===== src/pis_pkg.sv =====
// Package with the shared types and constants of the standardization core.
package pis_pkg;

	localparam int SampleW = 8;
	localparam int StdW    = 19;
	localparam int MeanW   = 20;
	localparam int InvW    = 24;
	localparam int StdMax  = 262143;
	localparam int StdMin  = -262144;

	typedef enum logic [2:0] {
		ST_IDLE,
		ST_MEAN,
		ST_VAR,
		ST_ROOT,
		ST_DRAIN_RD,
		ST_DRAIN_MUL,
		ST_DRAIN_OUT
	} state_t;

	typedef struct packed {
		logic load;
		logic restart;
		logic stats_start;
		logic var_start;
		logic root_start;
		logic drain_read;
		logic drain_mul;
		logic drain_take;
		logic error_out;
	} cmd_t;

	typedef struct packed {
		logic mean_done;
		logic var_done;
		logic root_done;
		logic stats_ready;
		logic drain_avail;
		logic count_full;
		logic count_zero;
		logic out_busy;
	} status_t;

	typedef struct packed {
		logic signed [StdW-1:0] std_value;
		logic                   last_value;
		logic                   drain_error;
	} result_t;

endpackage


===== src/pis_ctrl.sv =====
// Controller state machine that sequences loads, statistics and drains.
module pis_ctrl (
	input  logic             clk,
	input  logic             arst_n,
	input  logic             in_valid,
	input  logic             func,
	input  logic             last_sample,
	input  pis_pkg::status_t status,
	output logic             in_ready,
	output pis_pkg::cmd_t    cmd
);
	pis_pkg::state_t state_q, state_d;

	always_ff @(posedge clk or negedge arst_n) begin
		if (!arst_n) begin
			state_q <= pis_pkg::ST_IDLE;
		end else begin
			state_q <= state_d;
		end
	end

	always_comb begin
		state_d = state_q;
		cmd = '0;
		in_ready = 1'b0;
		unique case (state_q)
			pis_pkg::ST_IDLE: begin
				in_ready = !status.out_busy;
				if (in_valid && in_ready) begin
					if (!func) begin
						cmd.load = 1'b1;
						cmd.restart = status.stats_ready;
						if (last_sample) begin
							state_d = pis_pkg::ST_MEAN;
						end
					end else if (status.drain_avail) begin
						cmd.drain_read = 1'b1;
						state_d = pis_pkg::ST_DRAIN_RD;
					end else begin
						cmd.error_out = 1'b1;
					end
				end
			end
			pis_pkg::ST_MEAN: begin
				if (status.count_zero) begin
					state_d = pis_pkg::ST_IDLE;
				end else begin
					cmd.stats_start = 1'b1;
					cmd.var_start = 1'b1;
					state_d = pis_pkg::ST_VAR;
				end
			end
			pis_pkg::ST_VAR: begin
				if (status.mean_done) begin
					cmd.root_start = 1'b1;
					state_d = pis_pkg::ST_ROOT;
				end
			end
			pis_pkg::ST_ROOT: begin
				if (status.root_done && status.stats_ready) begin
					state_d = pis_pkg::ST_IDLE;
				end
			end
			pis_pkg::ST_DRAIN_RD: begin
				cmd.drain_mul = 1'b1;
				state_d = pis_pkg::ST_DRAIN_MUL;
			end
			pis_pkg::ST_DRAIN_MUL: begin
				state_d = pis_pkg::ST_DRAIN_OUT;
			end
			pis_pkg::ST_DRAIN_OUT: begin
				cmd.drain_take = 1'b1;
				state_d = pis_pkg::ST_IDLE;
			end
			default: state_d = pis_pkg::ST_IDLE;
		endcase
	end
endmodule


===== config.mk =====
export PLATFORM = sky130hd
export DESIGN_NAME = pis_ctrl
export DESIGN_NICKNAME = d
export VERILOG_FILES = /design/src/pis_pkg.sv /design/src/pis_ctrl.sv
export SDC_FILE = /design/constraint.sdc
export NUM_CORES = 1
export LEC_CHECK = 0
export ABC_AREA = 0
export BUFFER_PORTS_ARGS = -buffer_cell sky130_fd_sc_hd__buf_2
export CORE_AREA = 3 3 40 42
export DETAILED_ROUTE_END_ITERATION = 10
export DIE_AREA = 0 0 43 45
export PLACE_DENSITY = 0.56
export SYNTH_ARGS = -nofsm -noshare
export SYNTH_HDL_FRONTEND = slang
export SYNTH_SLANG_ARGS = --single-unit

===== constraint.sdc =====
create_clock -name clk -period 1.15 [get_ports clk]
set_clock_uncertainty 0.1 [all_clocks]
set_input_delay 0.115 -clock clk [delete_from_list [all_inputs] [get_ports clk]]
set_output_delay 0.115 -clock clk [all_outputs]
set_load 0.1 [all_outputs]

-- Word-level counts from Yosys, hierarchy flattened
Index checks and enable logic that the tools add are counted.
- flip-flop bits (word level): 3
- logic and storage cells: 43
- muxes and demuxes: 26
- eq/ne operators: 11
- reduce and logical (&&, ||, !) cells: 5
- operators by type and width (cell ; count):
    two-way mux 3 bit ; 6
    one-hot mux 3 bit (6 select lines) ; 1
    two-way mux 1 bit ; 13
    two-way mux 2 bit ; 6
    equality test 3 bit (second input constant) ; 3
    equality test 3 x 2 -> 1 bit (second input constant) ; 2
    inequality test 2 bit (second input constant) ; 3
    inequality test 3 bit (second input constant) ; 2
    AND reduction 5 bit ; 1
    equality test 3 x 1 -> 1 bit (second input constant) ; 1
    logical NOT 3 bit ; 1
    logical AND 1 bit ; 2
    logical NOT 1 bit ; 1

-- Logic depth before layout (Yosys ltp)
Gate-level depths: netlist of run 1.
- word-level depth: 4
- depth in mapped cells: 4
- mapped depth without buffers: 3

-- Worst setup path before layout of run 1
No wires, ideal clock.
- kind: reg2out
- from: register state_q[1]
- to: output cmd[6] in the netlist's numbering
- data arrival time: 4.181 ns
- path slack: -3.246 ns
- stages on the path, launching flop included: 4
- path through: dfrtp_1 -> buf_2 -> nor4_1 -> buf_4
- RTL lines (what ; line ; text):
    from (decl) ; pis_ctrl.sv:12 ; pis_pkg::state_t state_q, state_d;
    from (signal assigned) ; pis_ctrl.sv:16 ; state_q <= pis_pkg::ST_IDLE;
    from (signal assigned) ; pis_ctrl.sv:18 ; state_q <= state_d;
    to (decl) ; pis_ctrl.sv:10 ; output pis_pkg::cmd_t cmd

==> results.txt, run 1 <==
Synthesized cell area: 278 um^2
Vias in the first global route: 347
CTS tree: built
Max FO, Critical Path: 3
Share of cells above drive strength 1: 76.2%
Number of routed nets with antenna violations: 0
# clock sinks: 3
Ant diodes: 0
First-pass DRT Iterations: 2
Vias post-DR: 354
I/O Buffers: 20
Die Y: 45 um
CTS H-tree depth: 1
Gate Count Post-Synth: 32
Clock buffer depth: 2
Hold Path Depth: 3
Post-route cell area: 747 um^2
Final Slew Violations: 0
Tot GR Track Use: 11.7%
YS warnings: 0
Most frequent cells in the layout: buf_12, buf_2, buf_4
Placeable Area: 1280 um^2
Maximum Capacitance Violations: 0
WP data required: 940 ps
Final WL: 891 um
Biggest regs: state_q x3
Area taken by flip-flops and latches: 76.3 um^2
Final #Nets: 77
# rows: 13
Crit path time final: 1620 ps
VDD IR-drop max: 1.28 mV
Failing checks: setup timing
Largest net degree at the start of global routing: 11
Fill cells: 106
Final hold vios: 0
Remaining global-route overflow: 0
Status: finished with violations
Worst-path clk slew: 40 ps
Yosys reg bits: 3
Hold path startpoint: status[7]
Largest Register: state_q
Area of the die: 1940 um^2
Max FFs per register: 3
Synth-to-Final Area Change: 169%
Clock latency on the worst-skew pair: 240 ps
Vias per cell: 4.54
Pwr dens: 2220 nW/um^2
TritonCTS Buffers: 3
Overall Power: 1.66 mW
Crit. End Element: output pin
Startpoint Class: flip-flop
RSZ-0062 raised after global routing: true
Initial Util: 21.6%
Critical R2R Launch: state_q[0]
DRT iter0 DRCs: 5
Dpl hpwl: 646 um
Hold Path Sink: state_q[0]
Seq/Total Area, Yosys: 27.0%
Final setup margin: -466 ps
Final GP Congestion: 0.787
Initial antenna violation count: 0
HP Class: input pin to flip-flop
Syn Area/Cell: 8.68 um^2
Tightest Pin Transition: 256 ps
Global-route wire length before repair: 1510 um
Crit path kind: flip-flop to output pin
R2r setup slk: -70 ps
DR DRC count: 0
Relative slew margins: 82.8%
Final worst path period share: 141%
Final setup violation count: 11
R2r worst-path depth: 5
Drt wl/cell: 11.4 um
Reg2reg end: state_q[0]
Post-Syn Nets: 45
Static Leak: 0.322 nW
Root Driver: clkbuf_4
Cell Area, Placed: 638 um^2
Die X: 43 um
Fmax: 0.619 GHz
CP Data Arrival Time: 1400 ps
I/O pin count: 23
Commonest non-fill, non-tap cell in the layout: buf_12
Synth unique cells: 21
Area of the multi-input gates: 256 um^2
per-stage QoR:
stage / cells / hold slack (ps) / setup WS [ps] / util [%] / TNS, ps
finish: 78 / 45.2 / -466 / 58.1 / -4260
global route: 78 / 92.0 / -544 / 58.1 / -5150
CTS: 78 / 44.8 / -487 / 58.1 / -4370
detailed placement: 69 / -186 / -235 / 49.7 / -1720
global placement: 69 / -185 / -224 / 49.7 / -1630
floorplan: 32 / -281 / -1050 / - / -5730
synth_stat cells:
master	number	share of area [%]
o21ai_0	2	3.6
buf_6	1	4.1
nor2_1	3	4.1
nand2_1	2	2.7
and3_1	1	2.3
buf_2	2	3.6
nor3_4	1	5.9
nor3b_1	1	2.7
buf_4	1	2.7
inv_1	3	4.1
a41oi_1	1	3.2
nor2b_4	1	5.0
nand2_2	1	2.3
nor4_1	2	4.5
nor3_2	1	3.6
nor3b_2	1	4.5
o31ai_1	1	2.7
dfrtp_1	3	27
and4bb_2	1	4.5
o211ai_1	1	2.7
a31oi_1	2	4.5
per-layer routing:
| layer | vias to the layer above | wire, um | GRT usage (%) |
|---|---|---|---|
| li1 | 175 | - | - |
| met1 | 164 | 327 | 11.9 |
| met4 | 0 | 10 | 7.23 |
| met2 | 13 | 480 | 18.0 |
| met3 | 2 | 73 | 7.57 |
| met5 | - | 0 | 0 |
worst max path at each step:
stage	start	end	slack, ps	cells after the start
3_3_place_gp	state_q[2]	cmd[7]	-220	4
6_report	state_q[2]	cmd[7]	-470	4
3_5_place_dp	state_q[2]	cmd[6]	-230	3
2_1_floorplan	state_q[0]	cmd[6]	-1050	4
5_1_grt	state_q[1]	cmd[8]	-540	5
4_1_cts	state_q[2]	cmd[7]	-490	4
cell type report:
type / instances / share of cell area [%]
Tap cell: 15 / 2.51
Multi-Input combinational cell: 22 / 34.3
Sequential cell: 3 / 10.2
Inverter: 3 / 1.84
Clock buffer: 4 / 3.52
Timing Repair Buffer: 31 / 47.6
logic make-up after synthesis:
| kind of cell | Yosys count | share of synthesized area, % |
|---|---|---|
| buf+inv | 7 | 14.4 |
| simple gates | 15 | 41.9 |
| flops | 3 | 27.0 |
| compound gates | 7 | 16.7 |
power breakdown:
part           switching (mW)  internal [mW]
registers              0.0571          0.148
clock network          0.0642          0.131
logic                   0.739          0.521
total                   0.860          0.799
critical path, cell delays in order (launching register included):
cell and delay [ps]:
dfrtp_1 400, nor3_4 230, nand2_4 110, nor3b_4 220, buf_12 200
timing repair:
item	CTS	global route
resized for setup	6	1
setup buffers	4	0
hold endpoints to repair	3	0
pin swaps	4	0
hold buffers	1	0
endpoints found under the setup margin	11	12
Power figures use the tool's default switching activity.
==> run 2, diff against run 1 <==
CTS_BUF_LIST = sky130_fd_sc_hd__clkbuf_8   (was default)
==> results.txt, run 2 (same netlist as run 1, synthesis figures left out) <==
First-pass DRT Iterations: 2 (unchanged)
Share of cells above drive strength 1: 76.2% (unchanged)
Area of the die: 1940 um^2 (unchanged)
Clock buffer depth: 2 (unchanged)
Ant diodes: 0 (unchanged)
Vias in the first global route: 350 (+0.86%)
WP data required: 940 ps (about the same)
Initial antenna violation count: 0 (unchanged)
Biggest regs: state_q x3
Area of the multi-input gates: 256 um^2 (unchanged)
Vias post-DR: 355 (+0.28%)
Commonest non-fill, non-tap cell in the layout: buf_12
Worst hold slack: 68.9 ps (+23.7 ps)
Die Y: 45 um (unchanged)
DRT iter0 DRCs: 2 (-3)
Largest Register: state_q
Final WL: 888 um (-0.34%)
Crit path kind: flip-flop to output pin
Drt wl/cell: 11.4 um (-0.34%)
Non-filler instance count after layout: 78 (unchanged)
TritonCTS Buffers: 3 (unchanged)
Fmax: 0.629 GHz (+1.7%)
Initial Util: 21.6% (unchanged)
Area taken by flip-flops and latches: 76.3 um^2 (unchanged)
Final GP Congestion: 0.787 (unchanged)
Placed insts: 69 (unchanged)
Clock latency on the worst-skew pair: 220 ps (-20 ps)
Crit. End Element: output pin
# rows: 13 (unchanged)
Final setup margin: -440 ps (+26.8 ps)
I/O pin count: 23 (unchanged)
CP Data Arrival Time: 1370 ps (-30 ps)
Tot GR Track Use: 11.7% (unchanged)
Final #Nets: 77 (unchanged)
Most frequent cells in the layout: buf_12, buf_2, buf_4
Status: finished with violations
Placement Setup Slack: -235 ps (unchanged)
Static Leak: 0.334 nW (+3.7%)
Final setup violation count: 12 (+1)
VDD IR-drop max: 1.27 mV (-0.75%)
Final TNS setup: -4000 ps (+257 ps)
Crit path time final: 1590 ps (-26.8 ps)
Critical R2R Launch: state_q[0]
HP Class: input pin to flip-flop
Max FFs per register: 3 (unchanged)
Utilization after layout: 59.6% (+1.5 points)
I/O Buffers: 20 (unchanged)
Relative slew margins: 82.8% (about the same)
Failing checks: setup timing
Global-route wire length before repair: 1520 um (+0.46%)
Final Slew Violations: 0 (unchanged)
# clock sinks: 3 (unchanged)
Remaining global-route overflow: 0 (unchanged)
CTS H-tree depth: 1 (unchanged)
Pwr dens: 2310 nW/um^2 (+3.8%)
Final hold vios: 0 (unchanged)
Root Driver: clkbuf_8
Fill cells: 106 (unchanged)
Startpoint Class: flip-flop
Die X: 43 um (unchanged)
Largest net degree at the start of global routing: 11 (unchanged)
Dpl hpwl: 646 um (unchanged)
Worst-path clk slew: 30 ps (about the same)
Tightest Pin Transition: 256 ps (-0.00238 ps)
CTS tree: built
Placeable Area: 1280 um^2 (unchanged)
Maximum Capacitance Violations: 0 (unchanged)
Crit path launch: state_q[2]
Max FO, Critical Path: 3 (unchanged)
Hold path startpoint: status[7]
Number of routed nets with antenna violations: 0 (unchanged)
RSZ-0062 raised after global routing: true
Vias per cell: 4.55 (+0.28%)
DR DRC count: 0 (unchanged)
Synth-to-Final Area Change: 176%
Final worst path period share: 138% (-2.3 points)
run 2: cell types whose count changed in the layout (fill, tap and decap cells not counted), sizes merged:
cell    before  now
clkbuf       4    3
inv          3    4
run 2: what timing repair did:
action,4_1_cts,5_1_grt
pin swaps,4,0
hold buffers,1,0
resized for setup,6,1
setup buffers,4,0
endpoints found under the setup margin,11,12
hold endpoints to repair,3,0
run 2: worst paths after layout:
path                              end  slack [ps]  depth (start not counted)
setup / recovery               cmd[7]        -440                          4
max in group asynchronous  state_q[0]         710                          2
setup reg to reg           state_q[0]         -70                          5
hold reg to reg            state_q[2]         630                          2
hold / removal             state_q[0]          70                          3
min in group asynchronous  state_q[1]         120                          2
run 2: cell type report:
class | instances | share of cell area, %
Tap cell | 15 | 2.45
Sequential cell | 3 | 9.97
Clock buffer | 3 | 5.39
Multi-Input combinational cell | 22 | 33.5
Timing Repair Buffer | 31 | 46.4
Inverter | 3 | 1.80
Clock inverter | 1 | 0.490
run 2: power by group:
group	internal [mW]	total, mW	switching, mW
clock	0.227	0.301	0.0731
combinational	0.521	1.26	0.739
sequential	0.148	0.206	0.0584
run 2: critical path: stages, from the launching register on:
cell	delay, ps
dfrtp_1	400
nor3_4	230
nand2_4	110
nor3b_4	220
buf_12	200
run 2: layer usage:
metal  up-vias  track usage, %  routed length, um
met5         -               0                  0
met4         0            7.23                 16
met3         4            7.57                 82
met2        14            18.0                470
met1       162            11.9                319
li1        175               -                  -
run 2: metrics by stage:
stage / total power [mW] / area [um^2]
CTS: 1.77 / 766
floorplan: 0.976 / 363
global placement: 1.32 / 638
detailed placement: 1.33 / 638
finish: 1.77 / 766
global route: 1.86 / 766
==> run 3, diff against run 2 <==
==> constraint.sdc (replaced) <==
create_clock -name clk -period 1.15 [get_ports clk]
set_clock_uncertainty 0.1 [all_clocks]
set_input_delay 0.1725 -clock clk [delete_from_list [all_inputs] [get_ports clk]]
set_output_delay 0.1725 -clock clk [all_outputs]
set_load 0.1 [all_outputs]
==> results.txt, run 3 (same netlist as run 1, synthesis figures left out) <==
HP Class: input pin to flip-flop
Most frequent cells in the layout: buf_12, buf_2, buf_4
# clock sinks: 3 (unchanged)
Routing usage on met1: 11.2% (-0.70 points)
Placeable Area: 1280 um^2 (unchanged)
First-pass DRT Iterations: 2 (unchanged)
GR Util met3: 7.57% (unchanged)
CP top delay family: buffers and inverters
Cell Area, Placed: 646 um^2 (+1.2%)
CTS tree: built
Status: finished with violations
Final TNS setup: -4590 ps (-591 ps)
Final WL: 835 um (-6.0%)
Dpl hpwl: 687 um (+6.2%)
Static Leak: 0.322 nW (-3.7%)
Largest Register: state_q
Max FFs per register: 3 (unchanged)
Worst hold slack: 129 ps (+60.4 ps)
Vias per cell: 4.49 (-1.4%)
Worst-path clk slew: 30 ps (about the same)
Crit path time final: 1650 ps (+62.4 ps)
Initial Util: 21.6% (unchanged)
CP cell instances: buf_4, nor4_4, buf_12
Clock latency on the worst-skew pair: 220 ps (about the same)
Max stage delay on crit path: 390 ps (about the same)
Fill cells: 110 (+3.8%)
Die X: 43 um (unchanged)
Die Y: 45 um (unchanged)
Drt wl/cell: 11.0 um (-3.5%)
Crit. End Element: output pin
Tot GR Track Use: 11.0% (-0.74 points)
CP Data Arrival Time: 1380 ps (about the same)
Number of routed nets with antenna violations: 0 (unchanged)
Largest net degree at the start of global routing: 11 (unchanged)
Share of cells above drive strength 1: 75.4% (-0.78 points)
Fmax: 0.605 GHz (-3.8%)
Synth-to-Final Area Change: 167%
Failing checks: setup timing
Met2 Use GR: 16.2% (-1.8 points)
Final Slew Violations: 0 (unchanged)
Crit path kind: flip-flop to output pin
Remaining global-route overflow: 0 (unchanged)
# rows: 13 (unchanged)
Overall Power: 1.70 mW (-3.5%)
I/O pin count: 23 (unchanged)
VDD IR-drop max: 1.14 mV (-9.8%)
Area of the die: 1940 um^2 (unchanged)
Hold path startpoint: status[7]
Critical R2R Launch: state_q[0]
Startpoint Class: flip-flop
Pwr dens: 2300 nW/um^2 (-0.45%)
DRT iter0 DRCs: 1 (-1)
Critical-path top delay cell: dfrtp_1
Post-route cell area: 742 um^2 (-3.1%)
Initial antenna violation count: 0 (unchanged)
Commonest non-fill, non-tap cell in the layout: buf_12
Vias post-DR: 341 (-3.9%)
Root Driver: clkbuf_8
Ant diodes: 0 (unchanged)
Final worst path period share: 144% (+5.4 points)
Grt peak-use layer: met2
CTS H-tree depth: 1 (unchanged)
Final setup violation count: 12 (unchanged)
Buf/Inv on CP: 2 (+1)
Global-route wire length before repair: 1410 um (-6.9%)
Clock buffer depth: 2 (unchanged)
Tightest Pin Transition: 369 ps (+113 ps)
Final setup margin: -502 ps (-62.4 ps)
RSZ-0062 raised after global routing: true
Final GP Congestion: 0.791 (+0.53%)
I/O Buffers: 20 (unchanged)
Crit path launch: state_q[2]
Max FO, Critical Path: 9 (+6)
Vias in the first global route: 331 (-5.4%)
WP data required: 880 ps (-60 ps)
Biggest regs: state_q x3
Final hold vios: 0 (unchanged)
TritonCTS Buffers: 3 (unchanged)
Relative slew margins: 75.2% (-7.6 points)
DR DRC count: 0 (unchanged)
Maximum Capacitance Violations: 0 (unchanged)
Final #Nets: 75 (-2.6%)
## run 3: cell count changes in the layout (fill, tap and decap cells not counted)
cell	change
a31oi_2	+1
o21ai_1	-1
buf_4	-2
o21ai_0	+1
a31oi_4	-1
## run 3: final timing paths
kind / end / slack [ps] / depth (start not counted)
max: cmd[6] / -500 / 3
min: state_q[0] / 130 / 3
max reg2reg: state_q[0] / -110 / 5
min reg2reg: state_q[2] / 590 / 2
max in group asynchronous: state_q[0] / 650 / 2
min in group asynchronous: state_q[1] / 180 / 2
## run 3: worst reg2reg max path, cell delays in order, from the launching register on
cell      delay [ps]
dfrtp_2          440
buf_6            150
buf_4            140
a31oi_2          140
o211ai_1         110
o31ai_1           80
## run 3: report_power, final
part	internal, mW	switching (mW)
Sequential	0.148	0.0587
Clock	0.227	0.0724
Combinational	0.485	0.712
Total	0.860	0.843
## run 3: stage by stage
stage	setup WS, ps	std cells	utilization [%]
3_3_place_gp	-273	70	50.2
2_1_floorplan	-1110	32	-
3_5_place_dp	-293	70	50.2
5_1_grt	-558	76	57.7
4_1_cts	-511	76	57.3
6_report	-502	76	57.7
## run 3: layout make-up
cell class	instances	area (um^2)	share of cell area (%)
clock inverter	1	3.75	0.506
tap	15	18.8	2.53
clock buffer	3	41.3	5.56
inverter	3	13.8	1.85
timing repair buffer	29	340	45.9
multi-input combinational	22	248	33.4
sequential	3	76.3	10.3
## run 3: repair_timing
action | in CTS | in global routing
hold endpoints to repair | 3 | 0
resized for setup | 4 | 1
buffers inserted | 1 | 0
setup endpoints to repair | 12 | 12
hold buffers | 1 | 0
pin swaps | 2 | 0
## run 3: routing by layer
layer,vias to the layer above,wire length [um],part of all wire (%)
met2,13,416,50
met1,155,331,40
li1,171,-,-
met4,0,8,0.96
met3,2,78,9.3
met5,-,0,0
